`config.mk`:
```
export PLATFORM = sky130hd
export DESIGN_NAME = analog_key_rapid_trigger_flat
export DESIGN_NICKNAME = d
export VERILOG_FILES = /design/src/rtl/akrt_pkg.sv /design/src/rtl/akrt_if.sv /design/src/rtl/akrt_front.sv /design/src/rtl/akrt_queue.sv /design/src/rtl/akrt_back.sv /design/src/rtl/analog_key_rapid_trigger.sv /design/src/flat_wrapper.sv
export SDC_FILE = /design/constraint.sdc
export NUM_CORES = 1
export LEC_CHECK = 0
export ABC_AREA = 1
export BUFFER_PORTS_ARGS = -buffer_cell sky130_fd_sc_hd__buf_2
export CORE_MARGIN = 5
export CORE_UTILIZATION = 45
export DETAILED_ROUTE_END_ITERATION = 16
export MAX_ROUTING_LAYER = met4
export SYNTH_ARGS = -nofsm -noshare
export SYNTH_HDL_FRONTEND = slang
export SYNTH_SLANG_ARGS = --single-unit
```
`constraint.sdc`:
```
create_clock -name clock -period 9.85 [get_ports clock]
set_input_delay 0.4925 -clock clock [delete_from_list [all_inputs] [get_ports clock]]
set_output_delay 0.4925 -clock clock [all_outputs]
set_load 0.02 [all_outputs]
```
`src/rtl/akrt_pkg.sv`:
```
// Package: shared constants, codes and types for the analog key rapid trigger block.
`timescale 1ns / 1ps

package akrt_pkg;

   localparam int SAMPLE_BITS_DEF = 12;
   localparam int CAL_W           = 12;
   localparam int TRAVEL_W        = 8;
   localparam int THR_W           = 8;
   localparam int HYS_W           = 6;
   localparam int MODE_W          = 2;
   localparam int CSR_IDX_W       = 3;
   localparam int CSR_DATA_W      = 12;
   localparam int QUEUE_DEPTH     = 2;
   // scaled numerator and queue word widths at the default sample width
   localparam int NUM_W_DEF       = CAL_W + TRAVEL_W;
   localparam int ENTRY_W_DEF     = NUM_W_DEF + CAL_W + 2;

   localparam logic [TRAVEL_W-1:0] TRAVEL_MAX   = 8'hFF;
   localparam logic [TRAVEL_W-1:0] CONT_RELEASE = 8'd6;

   localparam logic [THR_W-1:0]  THR_RESET  = 8'd128;
   localparam logic [HYS_W-1:0]  HYS_RESET  = 6'd2;
   localparam logic [CAL_W-1:0]  REST_RESET = 12'hFFF;
   localparam logic [CAL_W-1:0]  BOT_RESET  = 12'h000;

   // trigger_mode codes; code 3 behaves as plain rapid trigger
   localparam logic [MODE_W-1:0] MODE_STANDARD   = 2'd0;
   localparam logic [MODE_W-1:0] MODE_RAPID      = 2'd1;
   localparam logic [MODE_W-1:0] MODE_CONTINUOUS = 2'd2;

   typedef enum logic [CSR_IDX_W-1:0] {
      REG_THRESHOLD  = 3'd0,
      REG_HYSTERESIS = 3'd1,
      REG_MODE       = 3'd2,
      REG_REST       = 3'd3,
      REG_BOTTOM     = 3'd4
   } csr_reg_type;

   typedef struct packed {
      logic [THR_W-1:0]  press_threshold;
      logic [HYS_W-1:0]  hysteresis;
      logic [MODE_W-1:0] trigger_mode;
      logic [CAL_W-1:0]  cal_rest;
      logic [CAL_W-1:0]  cal_bottom;
   } cfg_type;

   typedef struct packed {
      logic full;
      logic empty;
   } q_stat_type;

   typedef enum logic [1:0] {
      BK_IDLE,
      BK_DIV,
      BK_EMIT
   } bk_state_type;

endpackage

```
`src/rtl/akrt_if.sv`:
```
// Interfaces: sample, result and register write channels.
`timescale 1ns / 1ps

interface akrt_req_if #(parameter int SAMPLE_BITS = akrt_pkg::SAMPLE_BITS_DEF);
   logic                   valid;
   logic                   ready;
   logic [SAMPLE_BITS-1:0] adc_sample;
   modport source (output valid, output adc_sample, input ready);
   modport sink   (input valid, input adc_sample, output ready);
endinterface

interface akrt_rsp_if;
   logic                              valid;
   logic                              ready;
   logic [akrt_pkg::TRAVEL_W-1:0]     travel;
   logic                              pressed;
   modport source (output valid, output travel, output pressed, input ready);
   modport sink   (input valid, input travel, input pressed, output ready);
endinterface

interface akrt_csr_if;
   logic                              valid;
   logic                              ready;
   logic [akrt_pkg::CSR_IDX_W-1:0]    reg_index;
   logic [akrt_pkg::CSR_DATA_W-1:0]   wr_data;
   modport source (output valid, output reg_index, output wr_data, input ready);
   modport sink   (input valid, input reg_index, input wr_data, output ready);
endinterface

```
`src/rtl/akrt_front.sv`:
```
// Front end: takes samples, forms scaled numerator and divisor magnitudes and signs.
`timescale 1ns / 1ps

module akrt_front #(
   parameter int SAMPLE_BITS = akrt_pkg::SAMPLE_BITS_DEF,
   parameter int VAL_W       = akrt_pkg::CAL_W,
   parameter int NUM_W       = akrt_pkg::NUM_W_DEF,
   parameter int ENTRY_W     = akrt_pkg::ENTRY_W_DEF
) (
   akrt_req_if.sink              req_if,
   input  akrt_pkg::cfg_type     cfg,
   input  akrt_pkg::q_stat_type  q_stat,
   output logic                  push,
   output logic [ENTRY_W-1:0]    push_data
);

   localparam int CW = akrt_pkg::CAL_W;

   logic [VAL_W:0]   adc_ext;
   logic [VAL_W:0]   bot_ext;
   logic [VAL_W:0]   diff;
   logic [VAL_W-1:0] diff_mag;
   logic [NUM_W-1:0] num_mag;
   logic [CW:0]      den;
   logic [CW-1:0]    den_mag;
   logic             den_zero;
   logic             q_neg;

   always_comb begin
      adc_ext  = (VAL_W+1)'(req_if.adc_sample);
      bot_ext  = (VAL_W+1)'(cfg.cal_bottom);
      diff     = adc_ext - bot_ext;
      diff_mag = diff[VAL_W] ? VAL_W'(-diff) : diff[VAL_W-1:0];
      // times 255 as shift and subtract
      num_mag  = {diff_mag, 8'h00} - NUM_W'(diff_mag);
      den      = {1'b0, cfg.cal_rest} - {1'b0, cfg.cal_bottom};
      den_mag  = den[CW] ? CW'(-den) : den[CW-1:0];
      den_zero = (den == '0);
      q_neg    = diff[VAL_W] ^ den[CW];
   end

   assign req_if.ready = !q_stat.full;
   assign push         = req_if.valid && !q_stat.full;
   assign push_data    = {q_neg, den_zero, den_mag, num_mag};

endmodule

```
`src/rtl/akrt_queue.sv`:
```
// Short word queue between the front end and the divide/trigger back end.
`timescale 1ns / 1ps

module akrt_queue #(
   parameter int DATA_W = akrt_pkg::ENTRY_W_DEF,
   parameter int DEPTH  = akrt_pkg::QUEUE_DEPTH
) (
   input  logic                 clock,
   input  logic                 reset,
   input  logic                 push,
   input  logic [DATA_W-1:0]    push_data,
   input  logic                 pop,
   output logic [DATA_W-1:0]    pop_data,
   output akrt_pkg::q_stat_type q_stat
);

   localparam int PTR_W = (DEPTH > 1) ? $clog2(DEPTH) : 1;
   localparam int CNT_W = $clog2(DEPTH + 1);

   logic [DATA_W-1:0] slot_ff [DEPTH];
   logic [PTR_W-1:0]  wr_ptr_ff, wr_ptr_in;
   logic [PTR_W-1:0]  rd_ptr_ff, rd_ptr_in;
   logic [CNT_W-1:0]  count_ff, count_in;
   logic              do_push;
   logic              do_pop;

   function automatic logic [PTR_W-1:0] bump(input logic [PTR_W-1:0] p);
      return (p == PTR_W'(DEPTH - 1)) ? '0 : PTR_W'(p + 1'b1);
   endfunction

   always_comb begin
      q_stat.full  = (count_ff == CNT_W'(DEPTH));
      q_stat.empty = (count_ff == '0);
      do_push      = push && !q_stat.full;
      do_pop       = pop && !q_stat.empty;
      wr_ptr_in    = do_push ? bump(wr_ptr_ff) : wr_ptr_ff;
      rd_ptr_in    = do_pop ? bump(rd_ptr_ff) : rd_ptr_ff;
      count_in     = count_ff + CNT_W'(do_push) - CNT_W'(do_pop);
      pop_data     = slot_ff[rd_ptr_ff];
   end

   always_ff @(posedge clock) begin
      if (reset) begin
         wr_ptr_ff <= '0;
         rd_ptr_ff <= '0;
         count_ff  <= '0;
      end else begin
         wr_ptr_ff <= wr_ptr_in;
         rd_ptr_ff <= rd_ptr_in;
         count_ff  <= count_in;
      end
   end

   always_ff @(posedge clock) begin
      if (do_push) begin
         slot_ff[wr_ptr_ff] <= push_data;
      end
   end

endmodule

```
`src/rtl/akrt_back.sv`:
```
// Back end: serial restoring divider, travel clamp, trigger state and result register.
`timescale 1ns / 1ps

module akrt_back #(
   parameter int NUM_W   = akrt_pkg::NUM_W_DEF,
   parameter int ENTRY_W = akrt_pkg::ENTRY_W_DEF
) (
   input  logic                 clock,
   input  logic                 reset,
   input  akrt_pkg::cfg_type    cfg,
   input  akrt_pkg::q_stat_type q_stat,
   input  logic [ENTRY_W-1:0]   pop_data,
   output logic                 pop,
   akrt_rsp_if.source           rsp_if
);

   localparam int CW    = akrt_pkg::CAL_W;
   localparam int TW    = akrt_pkg::TRAVEL_W;
   localparam int HW    = akrt_pkg::HYS_W;
   localparam int CNT_W = $clog2(NUM_W + 1);

   akrt_pkg::bk_state_type state_ff, state_in;

   logic [CNT_W-1:0] cnt_ff, cnt_in;
   logic [CW-1:0]    rem_ff, rem_in;
   logic [NUM_W-1:0] quo_ff, quo_in;
   logic [CW-1:0]    den_ff, den_in;
   logic             neg_ff, neg_in;
   logic             zero_ff, zero_in;

   logic             key_down_ff, key_down_in;
   logic             armed_ff, armed_in;
   logic [TW-1:0]    extreme_ff, extreme_in;

   logic             rsp_valid_ff, rsp_valid_in;
   logic [TW-1:0]    rsp_travel_ff, rsp_travel_in;
   logic             rsp_pressed_ff, rsp_pressed_in;

   logic [CW:0]      rem_sh;
   logic             fits;
   logic [TW-1:0]    travel;
   logic             out_free;

   // trigger next-state temporaries
   logic [TW:0]      t9;
   logic [TW:0]      arm_level;
   logic [TW-1:0]    release_lvl;
   logic [HW:0]      band;
   logic             kd;
   logic             arm;
   logic [TW-1:0]    ext;
   logic             kd_tr;
   logic             arm_tr;
   logic [TW-1:0]    ext_tr;

   // one restoring step per cycle
   always_comb begin
      rem_sh = {rem_ff, quo_ff[NUM_W-1]};
      fits   = (rem_sh >= {1'b0, den_ff});
   end

   // travel = 255 - quotient, clamped
   always_comb begin
      if (zero_ff) begin
         travel = '0;
      end else if (neg_ff) begin
         travel = akrt_pkg::TRAVEL_MAX;
      end else if (quo_ff > NUM_W'(akrt_pkg::TRAVEL_MAX)) begin
         travel = '0;
      end else begin
         travel = akrt_pkg::TRAVEL_MAX - quo_ff[TW-1:0];
      end
   end

   // rapid and continuous trigger update for this travel value
   always_comb begin
      t9        = {1'b0, travel};
      arm_level = {1'b0, cfg.press_threshold} + (TW+1)'(cfg.hysteresis);
      band      = {cfg.hysteresis, 1'b0};
      if (cfg.trigger_mode == akrt_pkg::MODE_CONTINUOUS) begin
         release_lvl = akrt_pkg::CONT_RELEASE;
      end else if (cfg.press_threshold > TW'(cfg.hysteresis)) begin
         release_lvl = cfg.press_threshold - TW'(cfg.hysteresis);
      end else begin
         release_lvl = '0;
      end

      kd  = key_down_ff;
      arm = armed_ff;
      ext = extreme_ff;
      if (!arm && (t9 > arm_level)) begin
         kd  = 1'b1;
         arm = 1'b1;
         ext = travel;
      end
      if (arm && (travel < release_lvl)) begin
         kd  = 1'b0;
         arm = 1'b0;
      end
      if (arm) begin
         if (kd) begin
            if (travel > ext) begin
               ext = travel;
            end
            if ((TW+1)'(ext - travel) > (TW+1)'(band)) begin
               kd  = 1'b0;
               ext = travel;
            end
         end else begin
            if (travel < ext) begin
               ext = travel;
            end
            if ((TW+1)'(travel - ext) > (TW+1)'(band)) begin
               kd  = 1'b1;
               ext = travel;
            end
         end
      end
      kd_tr  = kd;
      arm_tr = arm;
      ext_tr = ext;
   end

   always_comb begin
      state_in       = state_ff;
      cnt_in         = cnt_ff;
      rem_in         = rem_ff;
      quo_in         = quo_ff;
      den_in         = den_ff;
      neg_in         = neg_ff;
      zero_in        = zero_ff;
      key_down_in    = key_down_ff;
      armed_in       = armed_ff;
      extreme_in     = extreme_ff;
      out_free       = !rsp_valid_ff || rsp_if.ready;
      rsp_valid_in   = rsp_valid_ff && !rsp_if.ready;
      rsp_travel_in  = rsp_travel_ff;
      rsp_pressed_in = rsp_pressed_ff;
      pop            = 1'b0;

      unique case (state_ff)
         akrt_pkg::BK_IDLE: begin
            if (!q_stat.empty) begin
               pop      = 1'b1;
               {neg_in, zero_in, den_in, quo_in} = pop_data;
               rem_in   = '0;
               cnt_in   = '0;
               state_in = akrt_pkg::BK_DIV;
            end
         end
         akrt_pkg::BK_DIV: begin
            rem_in = fits ? CW'(rem_sh - {1'b0, den_ff}) : rem_sh[CW-1:0];
            quo_in = {quo_ff[NUM_W-2:0], fits};
            cnt_in = CNT_W'(cnt_ff + 1'b1);
            if (cnt_ff == CNT_W'(NUM_W - 1)) begin
               state_in = akrt_pkg::BK_EMIT;
            end
         end
         akrt_pkg::BK_EMIT: begin
            if (out_free) begin
               if (cfg.trigger_mode == akrt_pkg::MODE_STANDARD) begin
                  if (key_down_ff) begin
                     key_down_in = (cfg.press_threshold < TW'(cfg.hysteresis)) ||
                                   (t9 > ({1'b0, cfg.press_threshold} -
                                          (TW+1)'(cfg.hysteresis)));
                  end else begin
                     key_down_in = (t9 > arm_level);
                  end
               end else begin
                  key_down_in = kd_tr;
                  armed_in    = arm_tr;
                  extreme_in  = ext_tr;
               end
               rsp_valid_in   = 1'b1;
               rsp_travel_in  = travel;
               rsp_pressed_in = key_down_in;
               state_in       = akrt_pkg::BK_IDLE;
            end
         end
         default: begin
            state_in = akrt_pkg::BK_IDLE;
         end
      endcase
   end

   always_ff @(posedge clock) begin
      if (reset) begin
         state_ff     <= akrt_pkg::BK_IDLE;
         key_down_ff  <= 1'b0;
         armed_ff     <= 1'b0;
         extreme_ff   <= '0;
         rsp_valid_ff <= 1'b0;
      end else begin
         state_ff     <= state_in;
         key_down_ff  <= key_down_in;
         armed_ff     <= armed_in;
         extreme_ff   <= extreme_in;
         rsp_valid_ff <= rsp_valid_in;
      end
   end

   always_ff @(posedge clock) begin
      cnt_ff         <= cnt_in;
      rem_ff         <= rem_in;
      quo_ff         <= quo_in;
      den_ff         <= den_in;
      neg_ff         <= neg_in;
      zero_ff        <= zero_in;
      rsp_travel_ff  <= rsp_travel_in;
      rsp_pressed_ff <= rsp_pressed_in;
   end

   assign rsp_if.valid   = rsp_valid_ff;
   assign rsp_if.travel  = rsp_travel_ff;
   assign rsp_if.pressed = rsp_pressed_ff;

endmodule

```
`src/rtl/analog_key_rapid_trigger.sv`:
```
// Top level: analog key channel with threshold and rapid trigger actuation.
`timescale 1ns / 1ps

// Usage
//   req_if : one word per converter sample (adc_sample, SAMPLE_BITS wide).
//   rsp_if : one word per sample: travel (0 at rest, 255 bottomed) and pressed.
//   csr_if : register writes, always ready; index 0 threshold, 1 hysteresis,
//            2 trigger mode, 3 rest count, 4 bottom count. Write only while idle.
// Timing
//   A sample is taken into a two-word queue, then the back end runs a
//   restoring divider one quotient bit per cycle over max(SAMPLE_BITS, 12)+8
//   bits (numerator is the sample offset times 255). With 12-bit samples the
//   back end works on one sample at a time: pop, 20 divide steps, write-out;
//   the queue takes further samples meanwhile.
// Stall
//   The result register holds a finished word while rsp_if.ready is low; the
//   back end waits in its write-out step and the queue keeps taking samples
//   until it holds two, then req_if.ready drops.
// Reset
//   Synchronous, active high. Clears queue, divider control, key state and
//   result valid; registers return to threshold 128, hysteresis 2, standard
//   mode, rest 4095 masked to the sample width, bottom 0.
module analog_key_rapid_trigger #(
   parameter int SAMPLE_BITS = akrt_pkg::SAMPLE_BITS_DEF
) (
   input  logic        clock,
   input  logic        reset,
   akrt_req_if.sink    req_if,
   akrt_rsp_if.source  rsp_if,
   akrt_csr_if.sink    csr_if
);

   localparam int CW      = akrt_pkg::CAL_W;
   // operand width: widest of sample and calibration counts
   localparam int VAL_W   = (SAMPLE_BITS > CW) ? SAMPLE_BITS : CW;
   localparam int NUM_W   = VAL_W + 8;
   localparam int ENTRY_W = NUM_W + CW + 2;
   // calibration bits above the sample width are dropped
   localparam logic [CW-1:0] CAL_MASK =
      (SAMPLE_BITS >= CW) ? {CW{1'b1}} : CW'((1 << SAMPLE_BITS) - 1);

   akrt_pkg::cfg_type    cfg_ff, cfg_in;
   akrt_pkg::q_stat_type q_stat;
   logic                 push;
   logic [ENTRY_W-1:0]   push_data;
   logic                 pop;
   logic [ENTRY_W-1:0]   pop_data;

   // register writes
   assign csr_if.ready = 1'b1;

   always_comb begin
      cfg_in = cfg_ff;
      if (csr_if.valid) begin
         unique case (csr_if.reg_index)
            akrt_pkg::REG_THRESHOLD:
               cfg_in.press_threshold = csr_if.wr_data[akrt_pkg::THR_W-1:0];
            akrt_pkg::REG_HYSTERESIS:
               cfg_in.hysteresis = csr_if.wr_data[akrt_pkg::HYS_W-1:0];
            akrt_pkg::REG_MODE:
               cfg_in.trigger_mode = csr_if.wr_data[akrt_pkg::MODE_W-1:0];
            akrt_pkg::REG_REST:
               cfg_in.cal_rest = csr_if.wr_data[CW-1:0] & CAL_MASK;
            akrt_pkg::REG_BOTTOM:
               cfg_in.cal_bottom = csr_if.wr_data[CW-1:0] & CAL_MASK;
            default: begin
               cfg_in = cfg_ff;   // unknown index: write dropped
            end
         endcase
      end
   end

   always_ff @(posedge clock) begin
      if (reset) begin
         cfg_ff.press_threshold <= akrt_pkg::THR_RESET;
         cfg_ff.hysteresis      <= akrt_pkg::HYS_RESET;
         cfg_ff.trigger_mode    <= akrt_pkg::MODE_STANDARD;
         cfg_ff.cal_rest        <= akrt_pkg::REST_RESET & CAL_MASK;
         cfg_ff.cal_bottom      <= akrt_pkg::BOT_RESET;
      end else begin
         cfg_ff <= cfg_in;
      end
   end

   // front: accept and classify
   akrt_front #(
      .SAMPLE_BITS (SAMPLE_BITS),
      .VAL_W       (VAL_W),
      .NUM_W       (NUM_W),
      .ENTRY_W     (ENTRY_W)
   ) u_front (
      .req_if    (req_if),
      .cfg       (cfg_ff),
      .q_stat    (q_stat),
      .push      (push),
      .push_data (push_data)
   );

   // decoupling queue
   akrt_queue #(
      .DATA_W (ENTRY_W),
      .DEPTH  (akrt_pkg::QUEUE_DEPTH)
   ) u_queue (
      .clock     (clock),
      .reset     (reset),
      .push      (push),
      .push_data (push_data),
      .pop       (pop),
      .pop_data  (pop_data),
      .q_stat    (q_stat)
   );

   // back: divide, clamp, trigger, result register
   akrt_back #(
      .NUM_W   (NUM_W),
      .ENTRY_W (ENTRY_W)
   ) u_back (
      .clock    (clock),
      .reset    (reset),
      .cfg      (cfg_ff),
      .q_stat   (q_stat),
      .pop_data (pop_data),
      .pop      (pop),
      .rsp_if   (rsp_if)
   );

   // checks
   a_rsp_idle_after_reset: assert property (@(posedge clock)
      $past(reset) |-> !rsp_if.valid)
      else $error("result valid right after reset");

   a_queue_status: assert property (@(posedge clock) disable iff (reset)
      !(q_stat.full && q_stat.empty))
      else $error("queue both full and empty");

   a_no_accept_when_full: assert property (@(posedge clock) disable iff (reset)
      (req_if.valid && req_if.ready) |-> !q_stat.full)
      else $error("sample accepted into a full queue");

   a_pop_needs_word: assert property (@(posedge clock) disable iff (reset)
      pop |-> !q_stat.empty)
      else $error("pop from an empty queue");

endmodule
```
`src/flat_wrapper.sv`:
```
// flat-port wrapper written by rule: the top's interface ports become plain ports
module analog_key_rapid_trigger_flat 
#(
   parameter int SAMPLE_BITS = akrt_pkg::SAMPLE_BITS_DEF
)
  (clock, reset, req_if_valid, req_if_adc_sample, req_if_ready, rsp_if_valid, rsp_if_travel, rsp_if_pressed, rsp_if_ready, csr_if_valid, csr_if_reg_index, csr_if_wr_data, csr_if_ready);
  akrt_req_if #(.SAMPLE_BITS(SAMPLE_BITS)) req_if_i ();
  akrt_rsp_if rsp_if_i ();
  akrt_csr_if csr_if_i ();
  input  logic clock;
  input  logic reset;
  input wire logic [$bits(req_if_i.valid)-1:0] req_if_valid;
  input wire logic [$bits(req_if_i.adc_sample)-1:0] req_if_adc_sample;
  output wire logic [$bits(req_if_i.ready)-1:0] req_if_ready;
  output wire logic [$bits(rsp_if_i.valid)-1:0] rsp_if_valid;
  output wire logic [$bits(rsp_if_i.travel)-1:0] rsp_if_travel;
  output wire logic [$bits(rsp_if_i.pressed)-1:0] rsp_if_pressed;
  input wire logic [$bits(rsp_if_i.ready)-1:0] rsp_if_ready;
  input wire logic [$bits(csr_if_i.valid)-1:0] csr_if_valid;
  input wire logic [$bits(csr_if_i.reg_index)-1:0] csr_if_reg_index;
  input wire logic [$bits(csr_if_i.wr_data)-1:0] csr_if_wr_data;
  output wire logic [$bits(csr_if_i.ready)-1:0] csr_if_ready;
  assign req_if_i.valid = req_if_valid;
  assign req_if_i.adc_sample = req_if_adc_sample;
  assign req_if_ready = req_if_i.ready;
  assign rsp_if_valid = rsp_if_i.valid;
  assign rsp_if_travel = rsp_if_i.travel;
  assign rsp_if_pressed = rsp_if_i.pressed;
  assign rsp_if_i.ready = rsp_if_ready;
  assign csr_if_i.valid = csr_if_valid;
  assign csr_if_i.reg_index = csr_if_reg_index;
  assign csr_if_i.wr_data = csr_if_wr_data;
  assign csr_if_ready = csr_if_i.ready;
  analog_key_rapid_trigger #(.SAMPLE_BITS(SAMPLE_BITS)) u_core (.clock(clock), .reset(reset), .req_if(req_if_i), .rsp_if(rsp_if_i), .csr_if(csr_if_i));
endmodule
```
==> run_results.csv <==
group,metric,value,unit
setup_path,cp.arrival,9.11,ns
power,power.leakage,0.006146,uW
setup_path,critical_path_required,10.21,ns
drt,drcViolationCount,0,
setup_path,cp_common_cell,"inv_1",
timing,finClkSkew,0.01446,ns
setup_path,slowest_stage,"o31ai_1",
timing,rsz0062_at_grt,"no",
clock_tree,post-cts-setup-buffers,0,
finish,area_delta_synth_final,9.953,%
timing,maxSlewHeadroom,0.3000,
synth,syn-num-nets,1657,
drt,wl_per_cell,15.05,um
synth,synth_edf_count,128,
synth,synth_cell_type_count,58,
synth,synth_cells,1506,
global_routing,grt_util_met2,0.2927,
synth,ys_ff_latch,186,
finish,final_common_cell,"nand2_1",
clock_tree,clkTransAtPathRegs,0.09,ns
timing,hold_viol,0,
die,core-area,27780,sq um
clock_tree,ctsResizeCount,0,
finish,fillCellCount,2718,
power,power.density,375.2,nW/um^2
setup_path,slowest_delay,0.81,ns
synth,syn-mean-instance-area,8.389,sq um
drt,drt_first_pass_iters,5,
clock_tree,cts_buffers,17,
min_path,min_path_type,"input port to flop",
status,status,"finished clean",
global_routing,grt_util_met3,0.02322,
placement,portBuffers,42,
finish,layout.nets,1694,
power,max-vdd-ir-drop,0.0004451,V
drt,vias,9750,
die,ios,44,
global_routing,grt.total_usage,0.1942,
power,power.total,5212,uW
drt,drt-vias-per-instance,5.041,
finish,post_route_cells_drive_above_1_share,0.1131,
synth,async_reset_ff_frac,0,
timing,setup_violations,0,
setup_path,cp-end-kind,"flop",
finish,layout_common_cells,"nand2_1, inv_1, edfxtp_1",
timing,finalCritPeriodShare,0.8881,
die,die_height,177.6,um
synth,synth_area_leader_cell,"edfxtp_1",
setup_path,critPathKind,"flop to flop",
global_routing,use_met1,0.2813,
global_routing,grt_remaining_overflow,0,
finish,antenna_cells,0,
timing,setup_tns,0,ns
clock_tree,tritoncts,"done",
clock_tree,max-clock-path-buffers,2,
global_routing,grt_max_degree,54,
timing,tightest_slew,1.048,ns
drt,routed_wl,29100,um
flow_run,max_cap_violations,0,
drt,drt_iter0_drc,579,
timing,fin_crit,8.748,ns
clock_tree,clock-sinks,186,
clock_tree,hold_buffers,0,
timing,fmax,114.3,MHz
die,start_util,0.4547,
synth,netlist_area,12630,sq um
clock_tree,clk-insertion-delay-late,0.43,ns
placement,gp_congestion,0.9315,
clock_tree,htreeDepth,4,
placement,place_hpwl,22200,um
die,die_area,31530,sq um
setup_path,crit_path_start_kind,"flop",
global_routing,top_usage_layer,"met2",
finish,multiInputGateArea,6546,sq um
die,num_rows,61,
clock_tree,cts_root_buffer,"clkbuf_16",
setup_path,critPathMaxFanout,19,
synth,ys.flop_type,"edfxtp_1",
global_routing,grt_pass1_vias,9069,
synth,synth_top_cell_area_share,0.3042,
global_routing,antenna_found_initial,0,
synth,ys_top_cells_by_area,"edfxtp_1, ha_1, dfxtp_1, nand2_1, inv_1",
synth,yosysWarningCount,0,
finish,regArea,5006,sq um
timing,drv_slew,0,
die,chipWidth,177.6,um
synth,ys_seq_area_frac,0.3962,
global_routing,grt_pass1_wl,47350,um
drt,postRouteAntennaNets,0,
-- Yosys cell counts, types with 2 or more instances --
| cell | number |
|---|---|
| a21oi_1 | 122 |
| a21oi_2 | 4 |
| a21oi_4 | 2 |
| a31oi_1 | 4 |
| and2_1 | 2 |
| buf_1 | 4 |
| buf_2 | 6 |
| buf_6 | 2 |
| clkbuf_1 | 21 |
| clkinv_1 | 6 |
| dfxtp_1 | 58 |
| edfxtp_1 | 128 |
| fa_1 | 7 |
| ha_1 | 112 |
| inv_1 | 235 |
| inv_2 | 11 |
| mux2_2 | 14 |
| nand2_1 | 272 |
| nand2_2 | 11 |
| nand2_4 | 3 |
| nand3_1 | 64 |
| nand3_2 | 7 |
| nand3_4 | 2 |
| nand3b_1 | 4 |
| nand4_1 | 23 |
| nor2_1 | 90 |
| nor2_2 | 6 |
| nor2_4 | 2 |
| nor3_1 | 17 |
| nor4_1 | 2 |
| o211ai_1 | 19 |
| o21a_1 | 2 |
| o21ai_0 | 94 |
| o21ai_1 | 23 |
| o21ai_2 | 9 |
| o21bai_1 | 12 |
| or2_2 | 4 |
| xnor2_1 | 19 |
| xor2_1 | 60 |
| xor2_2 | 5 |
-- metal layers --
| metal | vias to the layer above | routed length (um) |
|---|---|---|
| li1 | 5084 | - |
| met1 | 4445 | 14720 |
| met2 | 189 | 12750 |
| met3 | 32 | 1156 |
| met4 | 0 | 472 |
| met5 | - | 0 |
-- registers in the layout, summed over array words and instances (netlist names), 2 cells and up, named ones only --
name	count
u_core.u_back.extreme_ff	8
u_core.u_queue.count_ff	2
u_core.u_back.den_ff	12
u_core.u_back.rsp_if.travel	8
u_core.u_back.rem_ff	12
u_core.u_back.state_ff	2
u_core.cfg_ff	40
u_core.u_back.cnt_ff	5
u_core.u_queue.slot_ff	68
u_core.u_back.quo_ff	20
-- layout make-up --
type,count,area share
clock inverters,15,0.01504
multi-input cells,1034,0.4713
well taps,378,0.03405
inverters,252,0.06810
repair buffers,52,0.02054
clock buffers,17,0.03063
flip-flops and latches,186,0.3604
-- worst paths after layout --
check | startpoint | endpoint | cells after the start | slack, ns
worst max-delay path | u_core.cfg_ff[27] | u_core.u_back.extreme_ff[4] | 47 | 1.10
worst min-delay path | csr_if_wr_data[9] | u_core.cfg_ff[21] | 3 | 0.28
worst max register to register | u_core.cfg_ff[27] | u_core.u_back.extreme_ff[4] | 47 | 1.10
worst min register to register | u_core.u_queue.rd_ptr_ff | flop | 1 | 0.44
-- power breakdown --
group	switching [uW]	internal (uW)	total [uW]
Clock	357	373	730
Sequential	106	1130	1240
Combinational	2110	1130	3240
-- cell families (layout without fill, tap and decap cells) --
logic type      count (synthesis)  after routing  share of synthesized area
flops                         186            186                     0.3962
xor+xnor                       86             86                    0.06467
simple gates                  511            511                     0.1799
mux                            15             15                    0.01327
buf+inv                       286            336                    0.08706
fa+ha+maj                     119            119                     0.1220
other cells                     1              1                  0.0002968
compound gates                302            302                     0.1367
-- critical path, delay by kind of cell, from the launching register on --
| kind | cells | cell delay [ns] |
|---|---|---|
| adders and majority gates | 6 | 1.82 |
| and+or+nand+nor | 16 | 1.92 |
| DFF | 1 | 0.39 |
| buffers and inverters | 9 | 1.36 |
| xor gates and xnor gates | 2 | 0.27 |
| AOI/OAI and AO/OA | 14 | 2.94 |
-- stage by stage --
stage | setup WS (ns) | std cells | instance area (sq um) | utilization | hold slack, ns
global route | 0.1432 | 1934 | 13890 | 0.5000 | 0.2829
floorplan | 2.454 | 1506 | 12630 | - | 0.4256
global placement | 1.357 | 1902 | 13260 | 0.4772 | 0.4289
CTS | 1.059 | 1934 | 13890 | 0.5000 | 0.2562
finish | 1.102 | 1934 | 13890 | 0.5000 | 0.2798
detailed placement | 1.145 | 1902 | 13260 | 0.4772 | 0.4331
No activity file was read; power rests on OpenSTA's default activity.
